`src/design/fcsl_pkg.sv`:
```
package fcsl_pkg;

   localparam int NUM_VOICES = 8;
   localparam int VOICE_W    = 3;
   localparam int VIDX_W     = (NUM_VOICES > 1) ? $clog2(NUM_VOICES) : 1;
   localparam int CUT_W      = 16;
   localparam int TYPE_W     = 2;
   localparam int RATE_W     = 8;
   localparam int CNT_W      = 10;
   localparam int CSR_IDX_W  = 3;
   localparam int CSR_DATA_W = 16;

   localparam logic [CUT_W-1:0] CUTOFF_MAX = 16'd15000;
   localparam logic [CNT_W:0]   LFO_SPAN   = 11'd512;

   localparam int MUL_W    = 10;
   localparam int DIV_BITS = CUT_W + MUL_W;
   localparam int DVS_W    = 11;
   localparam int DCNT_W   = $clog2(DIV_BITS);
   localparam logic [MUL_W-1:0] SWEEP_MUL  = 10'd1000;
   localparam logic [DVS_W-1:0] SWEEP_BASE = 11'd1010;

   localparam logic [CSR_IDX_W-1:0] CSR_SWEEP_START  = 3'd0;
   localparam logic [CSR_IDX_W-1:0] CSR_SWEEP_TARGET = 3'd1;
   localparam logic [CSR_IDX_W-1:0] CSR_SWEEP_RATE   = 3'd2;
   localparam logic [CSR_IDX_W-1:0] CSR_LFO_RATE     = 3'd3;
   localparam logic [CSR_IDX_W-1:0] CSR_LFO_DEPTH    = 3'd4;
   localparam logic [CSR_IDX_W-1:0] CSR_FILTER_TYPE  = 3'd5;

   localparam logic KIND_TICK    = 1'b0;
   localparam logic KIND_RESTART = 1'b1;

   typedef struct packed {
      logic               kind;
      logic [VOICE_W-1:0] voice;
      logic               env_active;
   } req_type;

   typedef struct packed {
      logic [VOICE_W-1:0] voice_out;
      logic [CUT_W-1:0]   cutoff;
      logic [TYPE_W-1:0]  type_out;
      logic               apply;
   } rsp_type;

   typedef struct packed {
      logic accept;
      logic fetch;
      logic div_step;
      logic update;
   } cmd_type;

   typedef struct packed {
      logic div_go;
      logic div_last;
   } status_type;

endpackage

```
`src/design/filter_cutoff_sweep_lfo_core.sv`:
```
// Per-voice filter cutoff modulator. Pulse start with a request word while busy
// is low; exactly one result word follows on rsp with rsp_valid high for a
// single cycle, and the receiver cannot stall it, so it must take it then.
// A restart, an inactive tick, or a tick that needs no downward sweep goes
// from fetch straight to update and report; a tick with a downward sweep
// first runs the cutoff*1000/(1010+rate) quotient through a radix-2 serial
// divider, one bit per cycle over 26 bits, before update. Write the
// csr registers only while busy is low.
module filter_cutoff_sweep_lfo_core
   import fcsl_pkg::*;
(
   input  logic                  clock,
   input  logic                  reset,
   input  logic                  start,
   output logic                  busy,
   input  req_type               req,
   output logic                  rsp_valid,
   output rsp_type               rsp,
   input  logic                  csr_we,
   input  logic [CSR_IDX_W-1:0]  csr_index,
   input  logic [CSR_DATA_W-1:0] csr_wdata
);

   cmd_type    cmd;
   status_type status;

   fcsl_ctrl u_ctrl (
      .clock     (clock),
      .reset     (reset),
      .start     (start),
      .busy      (busy),
      .rsp_valid (rsp_valid),
      .cmd       (cmd),
      .status    (status)
   );

   fcsl_datapath u_datapath (
      .clock     (clock),
      .reset     (reset),
      .cmd       (cmd),
      .status    (status),
      .req       (req),
      .rsp       (rsp),
      .csr_we    (csr_we),
      .csr_index (csr_index),
      .csr_wdata (csr_wdata)
   );

endmodule

```
`src/design/fcsl_ctrl.sv`:
```
module fcsl_ctrl
   import fcsl_pkg::*;
(
   input  logic       clock,
   input  logic       reset,
   input  logic       start,
   output logic       busy,
   output logic       rsp_valid,
   output cmd_type    cmd,
   input  status_type status
);

   typedef enum logic [4:0] {
      ST_IDLE   = 5'b00001,
      ST_FETCH  = 5'b00010,
      ST_DIVIDE = 5'b00100,
      ST_UPDATE = 5'b01000,
      ST_REPORT = 5'b10000
   } state_type;

   state_type state_ff, state_in;

   always_comb begin
      state_in = state_ff;
      case (state_ff)
         ST_IDLE: begin
            if (start) state_in = ST_FETCH;
         end
         ST_FETCH: begin
            state_in = status.div_go ? ST_DIVIDE : ST_UPDATE;
         end
         ST_DIVIDE: begin
            if (status.div_last) state_in = ST_UPDATE;
         end
         ST_UPDATE: begin
            state_in = ST_REPORT;
         end
         ST_REPORT: begin
            state_in = ST_IDLE;
         end
         default: begin
            state_in = ST_IDLE;
         end
      endcase
   end

   always_ff @(posedge clock) begin
      if (reset) begin
         state_ff <= ST_IDLE;
      end else begin
         state_ff <= state_in;
      end
   end

   assign busy          = (state_ff != ST_IDLE);
   assign rsp_valid     = (state_ff == ST_REPORT);
   assign cmd.accept    = start && (state_ff == ST_IDLE);
   assign cmd.fetch     = (state_ff == ST_FETCH);
   assign cmd.div_step  = (state_ff == ST_DIVIDE);
   assign cmd.update    = (state_ff == ST_UPDATE);

   a_accept_fetch: assert property (@(posedge clock) disable iff (reset)
      start && !busy |=> state_ff == ST_FETCH)
      else $error("accepted word did not enter fetch");

   a_single_strobe: assert property (@(posedge clock) disable iff (reset)
      rsp_valid |=> !rsp_valid)
      else $error("result strobe held for two cycles");

   a_update_report: assert property (@(posedge clock) disable iff (reset)
      state_ff == ST_UPDATE |=> rsp_valid)
      else $error("update not followed by result");

   a_no_accept_busy: assert property (@(posedge clock) disable iff (reset)
      cmd.accept |-> !rsp_valid && !cmd.fetch && !cmd.update)
      else $error("accept while working");

endmodule

```
`src/design/fcsl_datapath.sv`:
```
module fcsl_datapath
   import fcsl_pkg::*;
(
   input  logic                  clock,
   input  logic                  reset,
   input  cmd_type               cmd,
   output status_type            status,
   input  req_type               req,
   output rsp_type               rsp,
   input  logic                  csr_we,
   input  logic [CSR_IDX_W-1:0]  csr_index,
   input  logic [CSR_DATA_W-1:0] csr_wdata
);

   logic [CUT_W-1:0]  sweep_start_ff, sweep_target_ff;
   logic [RATE_W-1:0] sweep_rate_ff, lfo_rate_ff, lfo_depth_ff;
   logic [TYPE_W-1:0] filter_type_ff;

   logic [CUT_W-1:0] cutoff_ff [NUM_VOICES];
   logic [CNT_W-1:0] count_ff  [NUM_VOICES];
   logic             down_ff   [NUM_VOICES];

   req_type             req_ff;
   logic [CUT_W-1:0]    work_ff, work_in;
   logic                div_used_ff, div_used_in;
   logic [DIV_BITS-1:0] quo_ff, quo_in;
   logic [DVS_W-1:0]    rem_ff, rem_in, dvs_ff, dvs_in;
   logic [DCNT_W-1:0]   dcnt_ff, dcnt_in;
   rsp_type             rsp_ff, rsp_in;

   logic [VIDX_W-1:0] idx;
   logic              voice_ok, tick, down_mode;
   logic [CUT_W-1:0]  c_rd;
   logic [CUT_W:0]    c_add;
   logic [CUT_W-1:0]  c_up;
   logic [DVS_W:0]    rem_sh;
   logic              q_bit;

   logic [CUT_W-1:0]  c_sw, c_lfo, c_new, c_out;
   logic [1:0]        step;
   logic [CUT_W:0]    c_step_up;
   logic [CNT_W-1:0]  cnt_inc;
   logic [CNT_W+RATE_W-1:0] cnt_prod;
   logic              lfo_on, flip;

   always_ff @(posedge clock) begin
      if (reset) begin
         sweep_start_ff  <= '0;
         sweep_target_ff <= '0;
         sweep_rate_ff   <= '0;
         lfo_rate_ff     <= '0;
         lfo_depth_ff    <= '0;
         filter_type_ff  <= '0;
      end else if (csr_we) begin
         case (csr_index)
            CSR_SWEEP_START:  sweep_start_ff  <= csr_wdata;
            CSR_SWEEP_TARGET: sweep_target_ff <= csr_wdata;
            CSR_SWEEP_RATE:   sweep_rate_ff   <= csr_wdata[RATE_W-1:0];
            CSR_LFO_RATE:     lfo_rate_ff     <= csr_wdata[RATE_W-1:0];
            CSR_LFO_DEPTH:    lfo_depth_ff    <= csr_wdata[RATE_W-1:0];
            CSR_FILTER_TYPE:  filter_type_ff  <= csr_wdata[TYPE_W-1:0];
            default: ;
         endcase
      end
   end

   always_ff @(posedge clock) begin
      if (cmd.accept) req_ff <= req;
   end

   assign idx       = req_ff.voice[VIDX_W-1:0];
   assign voice_ok  = int'(req_ff.voice) < NUM_VOICES;
   assign tick      = voice_ok && (req_ff.kind == KIND_TICK) && req_ff.env_active;
   assign down_mode = (sweep_start_ff > sweep_target_ff) && (sweep_rate_ff != '0);
   assign c_rd      = cutoff_ff[idx];
   assign c_add     = {1'b0, c_rd} + {{(CUT_W+1-RATE_W){1'b0}}, sweep_rate_ff};

   always_comb begin
      c_up = c_rd;
      if (!down_mode && (c_rd < sweep_target_ff) && (sweep_rate_ff != '0)) begin
         c_up = (c_add > {1'b0, CUTOFF_MAX}) ? CUTOFF_MAX : c_add[CUT_W-1:0];
      end
   end

   assign status.div_go   = tick && down_mode && (c_rd > sweep_target_ff);
   assign status.div_last = (dcnt_ff == DCNT_W'(DIV_BITS - 1));

   assign rem_sh = {rem_ff, quo_ff[DIV_BITS-1]};
   assign q_bit  = (rem_sh >= {1'b0, dvs_ff});

   always_comb begin
      work_in     = work_ff;
      div_used_in = div_used_ff;
      quo_in      = quo_ff;
      rem_in      = rem_ff;
      dvs_in      = dvs_ff;
      dcnt_in     = dcnt_ff;
      if (cmd.fetch) begin
         work_in     = c_up;
         div_used_in = status.div_go;
         quo_in      = c_rd * SWEEP_MUL;
         rem_in      = '0;
         dvs_in      = SWEEP_BASE + {{(DVS_W-RATE_W){1'b0}}, sweep_rate_ff};
         dcnt_in     = '0;
      end else if (cmd.div_step) begin
         quo_in  = {quo_ff[DIV_BITS-2:0], q_bit};
         rem_in  = q_bit ? DVS_W'(rem_sh - {1'b0, dvs_ff}) : rem_sh[DVS_W-1:0];
         dcnt_in = dcnt_ff + 1'b1;
      end
   end

   always_ff @(posedge clock) begin
      work_ff     <= work_in;
      div_used_ff <= div_used_in;
      quo_ff      <= quo_in;
      rem_ff      <= rem_in;
      dvs_ff      <= dvs_in;
      dcnt_ff     <= dcnt_in;
   end

   // sweep result, then one triangle step
   assign c_sw      = div_used_ff ? quo_ff[CUT_W-1:0] : work_ff;
   assign lfo_on    = (lfo_rate_ff != '0) && (lfo_depth_ff != '0);
   assign step      = (lfo_depth_ff >= 8'd200) ? 2'd2 :
                      (lfo_depth_ff >= 8'd100) ? 2'd1 : 2'd0;
   assign c_step_up = {1'b0, c_sw} + {{(CUT_W-1){1'b0}}, step};
   assign cnt_inc   = count_ff[idx] + 1'b1;
   assign cnt_prod  = cnt_inc * lfo_rate_ff;
   assign flip      = cnt_prod > (CNT_W+RATE_W)'(LFO_SPAN);

   always_comb begin
      c_lfo = c_sw;
      if (lfo_on) begin
         if (down_ff[idx]) begin
            if (c_sw > CUT_W'(step)) c_lfo = c_sw - CUT_W'(step);
         end else begin
            if (c_step_up < {1'b0, CUTOFF_MAX}) c_lfo = c_step_up[CUT_W-1:0];
         end
      end
   end

   always_comb begin
      c_new = c_rd;
      if (req_ff.kind == KIND_RESTART) c_new = sweep_start_ff;
      else if (tick)                   c_new = c_lfo;
      c_out = voice_ok ? c_new : '0;
   end

   always_comb begin
      rsp_in = rsp_ff;
      if (cmd.update) begin
         rsp_in.voice_out = req_ff.voice;
         rsp_in.cutoff    = c_out;
         rsp_in.type_out  = filter_type_ff;
         rsp_in.apply     = voice_ok && (c_out <= CUTOFF_MAX) && (filter_type_ff != '0);
      end
   end

   always_ff @(posedge clock) begin
      rsp_ff <= rsp_in;
   end

   assign rsp = rsp_ff;

   always_ff @(posedge clock) begin
      if (reset) begin
         for (int i = 0; i < NUM_VOICES; i++) begin
            cutoff_ff[i] <= '0;
            count_ff[i]  <= '0;
            down_ff[i]   <= 1'b0;
         end
      end else if (cmd.update && voice_ok) begin
         cutoff_ff[idx] <= c_new;
         if (tick && lfo_on) begin
            count_ff[idx] <= flip ? '0 : cnt_inc;
            down_ff[idx]  <= down_ff[idx] ^ flip;
         end
      end
   end

endmodule

```
`config.mk`:
```
export PLATFORM = sky130hd
export DESIGN_NAME = filter_cutoff_sweep_lfo_core
export DESIGN_NICKNAME = d
export VERILOG_FILES = /design/src/design/fcsl_pkg.sv /design/src/design/filter_cutoff_sweep_lfo_core.sv /design/src/design/fcsl_ctrl.sv /design/src/design/fcsl_datapath.sv
export SDC_FILE = /design/constraint.sdc
export NUM_CORES = 1
export LEC_CHECK = 0
export BUFFER_PORTS_ARGS = -buffer_cell sky130_fd_sc_hd__clkbuf_2
export CAP_MARGIN = 25
export CORE_AREA = 2 2 289 291
export CTS_CLUSTER_DIAMETER = 100
export DETAILED_ROUTE_END_ITERATION = 7
export DIE_AREA = 0 0 291 293
export REMOVE_ABC_BUFFERS = 1
export SYNTH_ARGS = -nofsm -noshare
export SYNTH_HDL_FRONTEND = slang
export SYNTH_HIERARCHICAL = 1
export SYNTH_SLANG_ARGS = --single-unit
```
`constraint.sdc`:
```
create_clock -name clock -period 7.85 [get_ports clock]
set_input_delay 1.1775 -clock clock [delete_from_list [all_inputs] [get_ports clock]]
set_output_delay 1.1775 -clock clock [all_outputs]
set_load 0.01 [all_outputs]
```
; Word level (Yosys, flattened, before mapping)
; Memory sizes are Yosys's and may differ from the RTL's. A register that Yosys moved wholly into a read port is not among the register bits.
; Cells that the tools add are included.
[classes]
addsub = 7
mul = 2
order_cmp = 11
n_eq_ne = 14
mux = 40
n_bitwise = 2
reduce_logical = 27
[op_table]
columns = op, n
row1 = 2-to-1 mux 16 bit, 10
row2 = 2-to-1 mux 26 bit, 2
row3 = > comparator 16 bit, 2
row4 = nonzero test 8 bit, 3
row5 = "multiplier 16 x 7 -> 23 bit, second input constant", 1
row6 = 2-to-1 mux 10 bit, 2
row7 = one-hot mux 5 bit (4 select lines), 1
row8 = "> comparator 18 x 10 -> 1 bit, second input constant", 1
row9 = multiplier 10 x 8 -> 18 bit, 1
row10 = 2-to-1 mux 3 bit, 6
row11 = adder 16 x 2 -> 17 bit, 1
row12 = adder 16 x 8 -> 17 bit, 1
row13 = "> comparator 17 x 14 -> 1 bit, second input constant", 1
row14 = "< comparator 17 x 14 -> 1 bit, second input constant", 1
row15 = > comparator 16 x 2 -> 1 bit, 1
row16 = "<= comparator 16 x 14 -> 1 bit, second input constant", 1
row17 = < comparator 16 bit, 1
row18 = OR reduction 16 bit, 1
row19 = subtractor 16 x 2 -> 16 bit, 1
row20 = 2-to-1 mux 1 bit, 14
row21 = AND reduction 2 bit, 7
row22 = greater-or-equal comparator 12 x 11 -> 1 bit, 1
row23 = "adder 10 x 8 -> 11 bit, first input constant", 1
row24 = 2-to-1 mux 11 bit, 1
row25 = other kinds (27), 41
[word_totals]
regBits = 160
ram_bits = 216
inputBits = 28
out_inout_bits = 24
elab_cells = 127
mem_count = 3
[memory_table]
columns = memory, depth, word_bits, rd, rd_ports_with_merged_regs, write_ports, line
row1 = u_datapath.cutoff_ff, 8, 16, 1, 1, 8, fcsl_datapath.sv:19  ; logic [CUT_W-1:0] cutoff_ff [NUM_VOICES];
row2 = u_datapath.count_ff, 8, 10, 1, 1, 8, fcsl_datapath.sv:20  ; logic [CNT_W-1:0] count_ff [NUM_VOICES];
row3 = u_datapath.down_ff, 8, 1, 1, 1, 8, fcsl_datapath.sv:21  ; logic down_ff [NUM_VOICES];

; Logic depth before layout (Yosys ltp)
[logic_depth]
word_depth = 12
depth_mapped = 30
depth_no_buf = 27

; By module
; Netlist, hierarchy kept.
[modules_own_cells]
columns = module, instances, cells_each, area_each_um2, seq_area_each_um2
row1 = fcsl_datapath, 1, 2225, 24212.0, 10430.0
row2 = fcsl_ctrl, 1, 34, 300.3, 100.1

; Worst setup path before layout
; OpenSTA, ideal clock, no wires.
[synth_timing]
path_kind = reg2reg
from = register (tool-made name)
to = register u_datapath.quo_ff[24] (data pin)
t_arrival_ns = 7.014
required_ns = 7.594
slack_ns = 0.580
stages_incl_launch_ff = 26
n_path_buf = 5
path_cell_list = dfxtp_1 > buf_2 > buf_4 > buf_6 > buf_4 > buf_2 > mux4_2 > mux2_2 > fa_1 > inv_1 > fa_1 > fa_1 > inv_1 > fa_1 > ha_1 > a21oi_1 > o21bai_1 > a21oi_1 > o21bai_1 > a41o_1 > o41a_1 > a41o_1 > or4_1 > a31oi_1 > xnor2_1 > a22o_1
[synth_lines]
columns = item, line
row1 = end signal: assignment, fcsl_datapath.sv:115  ; quo_ff <= quo_in;
row2 = end: declaration, fcsl_datapath.sv:26  ; logic [DIV_BITS-1:0] quo_ff, quo_in;

==> flow_metrics.py <==
metrics = {
    "synthesis": {
        "synth_seq_area_share_pct": 43.0,
        "syn_inst": 2259,
        "netlist_area_um2": 24500,
        "yosysMostFrequentCell": "edfxtp_1",
        "synth_top_family_by_area": "adder cells",
        "yosys.area_share.simple_pct": 15.6,
        "synth.mux.area_fraction_pct": 8.38,
        "synthAdderAreaFrac_pct": 16.3,
        "synth_compound_area_share_pct": 9.73,
        "synth_xor_area_share_pct": 2.47,
        "ys_ff_latch": 379,
        "avgSynthCellArea_um2": 10.9,
        "yosysTopAreaCell": "edfxtp_1",
        "synth_warnings": 6,
        "synth_top_area_share_pct": 36.0,
        "synthTopCellsByCount": "edfxtp_1, nor2_1, nand2_1",
        "synthArstFlopShare_pct": 0,
        "synth_ff_type": "edfxtp_1",
        "synthDistinctLibCells": 101,
        "synth-edff-count": 294,
        "synth_area_leaders": "edfxtp_1, fa_1, ha_1",
    },
    "grt": {
        "grt_first_pass_wirelength_um": 101000,
        "antenna_found_initial": 1,
        "overflow": 0,
        "grt_max_degree": 80,
        "grt_usage_pct": 15.4,
        "grt_pass1_vias": 16600,
    },
    "route": {
        "ant_nets": 0,
        "vias": 17100,
        "drt-wirelength-per-cell_um": 19.5,
        "via_per_inst": 5.05,
        "drc": 0,
        "wl_um": 66100,
        "drt_first_pass_iters": 5,
        "drtIter0Drc": 1519,
    },
    "clock_tree": {
        "cts_buffers": 43,
        "insertion_delay_ns": 0.59,
        "post_cts_resized": 0,
        "cts.path.max_buffers": 3,
        "root_buffer": "clkbuf_16",
        "postCtsHoldBufs": 0,
        "clkSinkCount": 379,
        "cts_setup_buffers": 0,
        "cts_tree": "done",
        "h-tree-depth": 2,
        "cts.clk_slew.worst_paths_ns": 0.06,
    },
    "sta": {
        "drv_slew": 0,
        "worst_slew_pin_slew_ns": 1.05,
        "rsz0062_at_grt": "no",
        "slew_headroom_pct": 29.7,
        "fmax_ghz": 0.136,
        "timing.final.crit_share_pct": 93.4,
        "setup_viol": 0,
        "finalCriticalPeriod_ns": 7.33,
        "fin_skew_ns": 0.0219,
        "hold_viol_final": 0,
    },
    "floorplan": {
        "die_area_um2": 85300,
        "num_rows": 105,
        "core-area_um2": 81800,
        "ioPinCount": 52,
        "die_x_um": 291,
        "initial_core_util_pct": 29.9,
        "die_h_um": 293,
    },
    "final_layout": {
        "n_fill_cell": 8146,
        "area_growth_pct": 12.1,
        "n_antenna_cell": 0,
        "fin_util_pct": 33.6,
        "fin_area_um2": 27500,
        "drive_gt1_share_pct": 12.2,
        "final_nets": 2577,
    },
    "placement": {
        "hpwl_um": 46800,
        "place_congestion": 0.919,
        "dpl_cell_area_um2": 26000,
        "io_buffers": 51,
    },
    "setup_path": {
        "crit_type": "reg2reg",
        "start_kind": "flop",
        "cp_max_fo": 18,
        "worstPathArrival_ns": 7.62,
        "cp-end-kind": "flop",
        "required_ns": 8.14,
    },
    "power": {
        "p_leak_uw": 0.0108,
        "ir_drop_uv": 328,
        "powerDensity_nw_per_um2": 265,
    },
    "outcome": {
        "status": "complete, no violations",
    },
    "job": {
        "maxCapViolations": 0,
    },
    "min_path": {
        "hp-class": "reg2reg",
    },
}
[per-layer routing]
metal	vias up	part of all wire (%)	GRT usage (%)
li1	8080	-	-
met1	8458	47	22.0
met2	515	44	23.7
met3	91	6.3	2.69
met4	2	2.6	4.35
met5	-	0.020	0
[worst max-delay path: stages (launching register included)]
cell and delay [ns]:
dfxtp_4 0.58, mux4_2 0.56, mux2_2 0.30, ha_1 0.23, xnor2_1 0.13, buf_4 0.17
and2_1 0.17, fa_1 0.42, fa_1 0.54, inv_1 0.05, fa_1 0.46, fa_1 0.55
inv_1 0.04, ha_1 0.30, inv_1 0.09, o21ai_0 0.10, a21oi_1 0.24, o21ai_1 0.09
a21o_1 0.20, or3b_1 0.34, a2111oi_0 0.51, nand4_1 0.15, buf_4 0.23, xnor2_1 0.50
nor2_1 0.10
[layout by cell type, fill, tap and decap left out, types with 7 or more instances in the layout]
cell / synthesis / layout
clkinv_2: 0 / 9
buf_4: 6 / 34
ha_1: 150 / 150
nand2b_1: 31 / 31
o31a_1: 7 / 7
o311ai_0: 7 / 7
clkbuf_2: 0 / 51
mux2_2: 25 / 25
o21ai_0: 53 / 52
nor2_1: 293 / 292
nor4_1: 7 / 7
or3_1: 16 / 16
clkbuf_8: 0 / 9
mux2i_1: 54 / 54
mux4_2: 54 / 54
nand2_1: 198 / 198
a21oi_1: 105 / 105
and3_1: 14 / 14
dfxtp_1: 85 / 82
nor3_1: 37 / 37
a21o_1: 32 / 32
xnor2_1: 48 / 48
o21a_1: 13 / 13
a31oi_1: 10 / 10
clkbuf_1: 80 / 10
fa_1: 106 / 106
nand4_1: 21 / 21
a22o_1: 24 / 24
clkbuf_16: 0 / 44
nor2b_1: 28 / 27
o31ai_1: 10 / 10
xor2_1: 21 / 21
or2_2: 12 / 12
nand3_1: 36 / 36
edfxtp_1: 294 / 294
and2_1: 64 / 64
inv_1: 171 / 171
[state kept, by name (all words and copies together) (netlist names), 3 cells and up, named ones only]
name,count
u_ctrl/state_ff,5
u_datapath/sweep_target_ff,16
u_datapath/rsp,22
u_datapath/quo_ff,26
u_datapath/dvs_ff,11
u_datapath/idx,3
u_datapath/sweep_start_ff,16
u_datapath/work_ff,16
u_datapath/down_ff,8
u_datapath/count_ff,80
u_datapath/cutoff_ff,128
u_datapath/lfo_rate_ff,8
u_datapath/lfo_depth_ff,8
u_datapath/dcnt_ff,5
u_datapath/rem_ff,11
u_datapath/sweep_rate_ff,8
[cells by family after synthesis]
| logic type | count (synthesis) |
|---|---|
| AOI/OAI and AO/OA | 344 |
| DFF | 379 |
| and+or+nand+nor | 801 |
| buffers and inverters | 276 |
| adders and majority gates | 256 |
| muxes | 134 |
| xor gates and xnor gates | 69 |
[final cells by class]
cell class / instances / area (um^2) / share of cell area (%)
Inverter: 173 / 649 / 2.36
Sequential cell: 379 / 10500 / 38.3
Multi-Input combinational cell: 1604 / 12900 / 46.9
Clock inverter: 17 / 153 / 0.556
Timing Repair Buffer: 92 / 647 / 2.35
Clock buffer: 63 / 1260 / 4.59
Tap cell: 1070 / 1340 / 4.87
[stage by stage]
step	hold slack [ns]	instances	total power (uW)	setup slack, ns	setup TNS (ns)
4_1_cts	0.458	3394	7350	0.596	0
3_5_place_dp	0.451	3314	5330	0.605	0
6_report	0.457	3398	7290	0.521	0
5_1_grt	0.465	3398	7820	0.0425	0
2_1_floorplan	0.430	2156	4670	-1.14	-84.75
3_3_place_gp	0.441	3312	5320	0.652	0
[where the power goes]
part           internal [uW]  switching, uW  total (uW)
Sequential              2220           44.5        2270
Combinational           1330           1700        3030
Clock                   1160            835        1990
[worst paths after layout]
kind                                        from                        endpoint  slack (ns)  depth (start not counted)
setup / recovery                            flop           u_datapath/down_ff[7]        0.52                         24
hold / removal    u_datapath/sweep_target_ff[10]  u_datapath/sweep_target_ff[10]        0.46                          2
setup reg to reg                            flop           u_datapath/down_ff[7]        0.52                         24
hold reg to reg   u_datapath/sweep_target_ff[10]  u_datapath/sweep_target_ff[10]        0.46                          2
No activity file was read; power rests on OpenSTA's default activity.
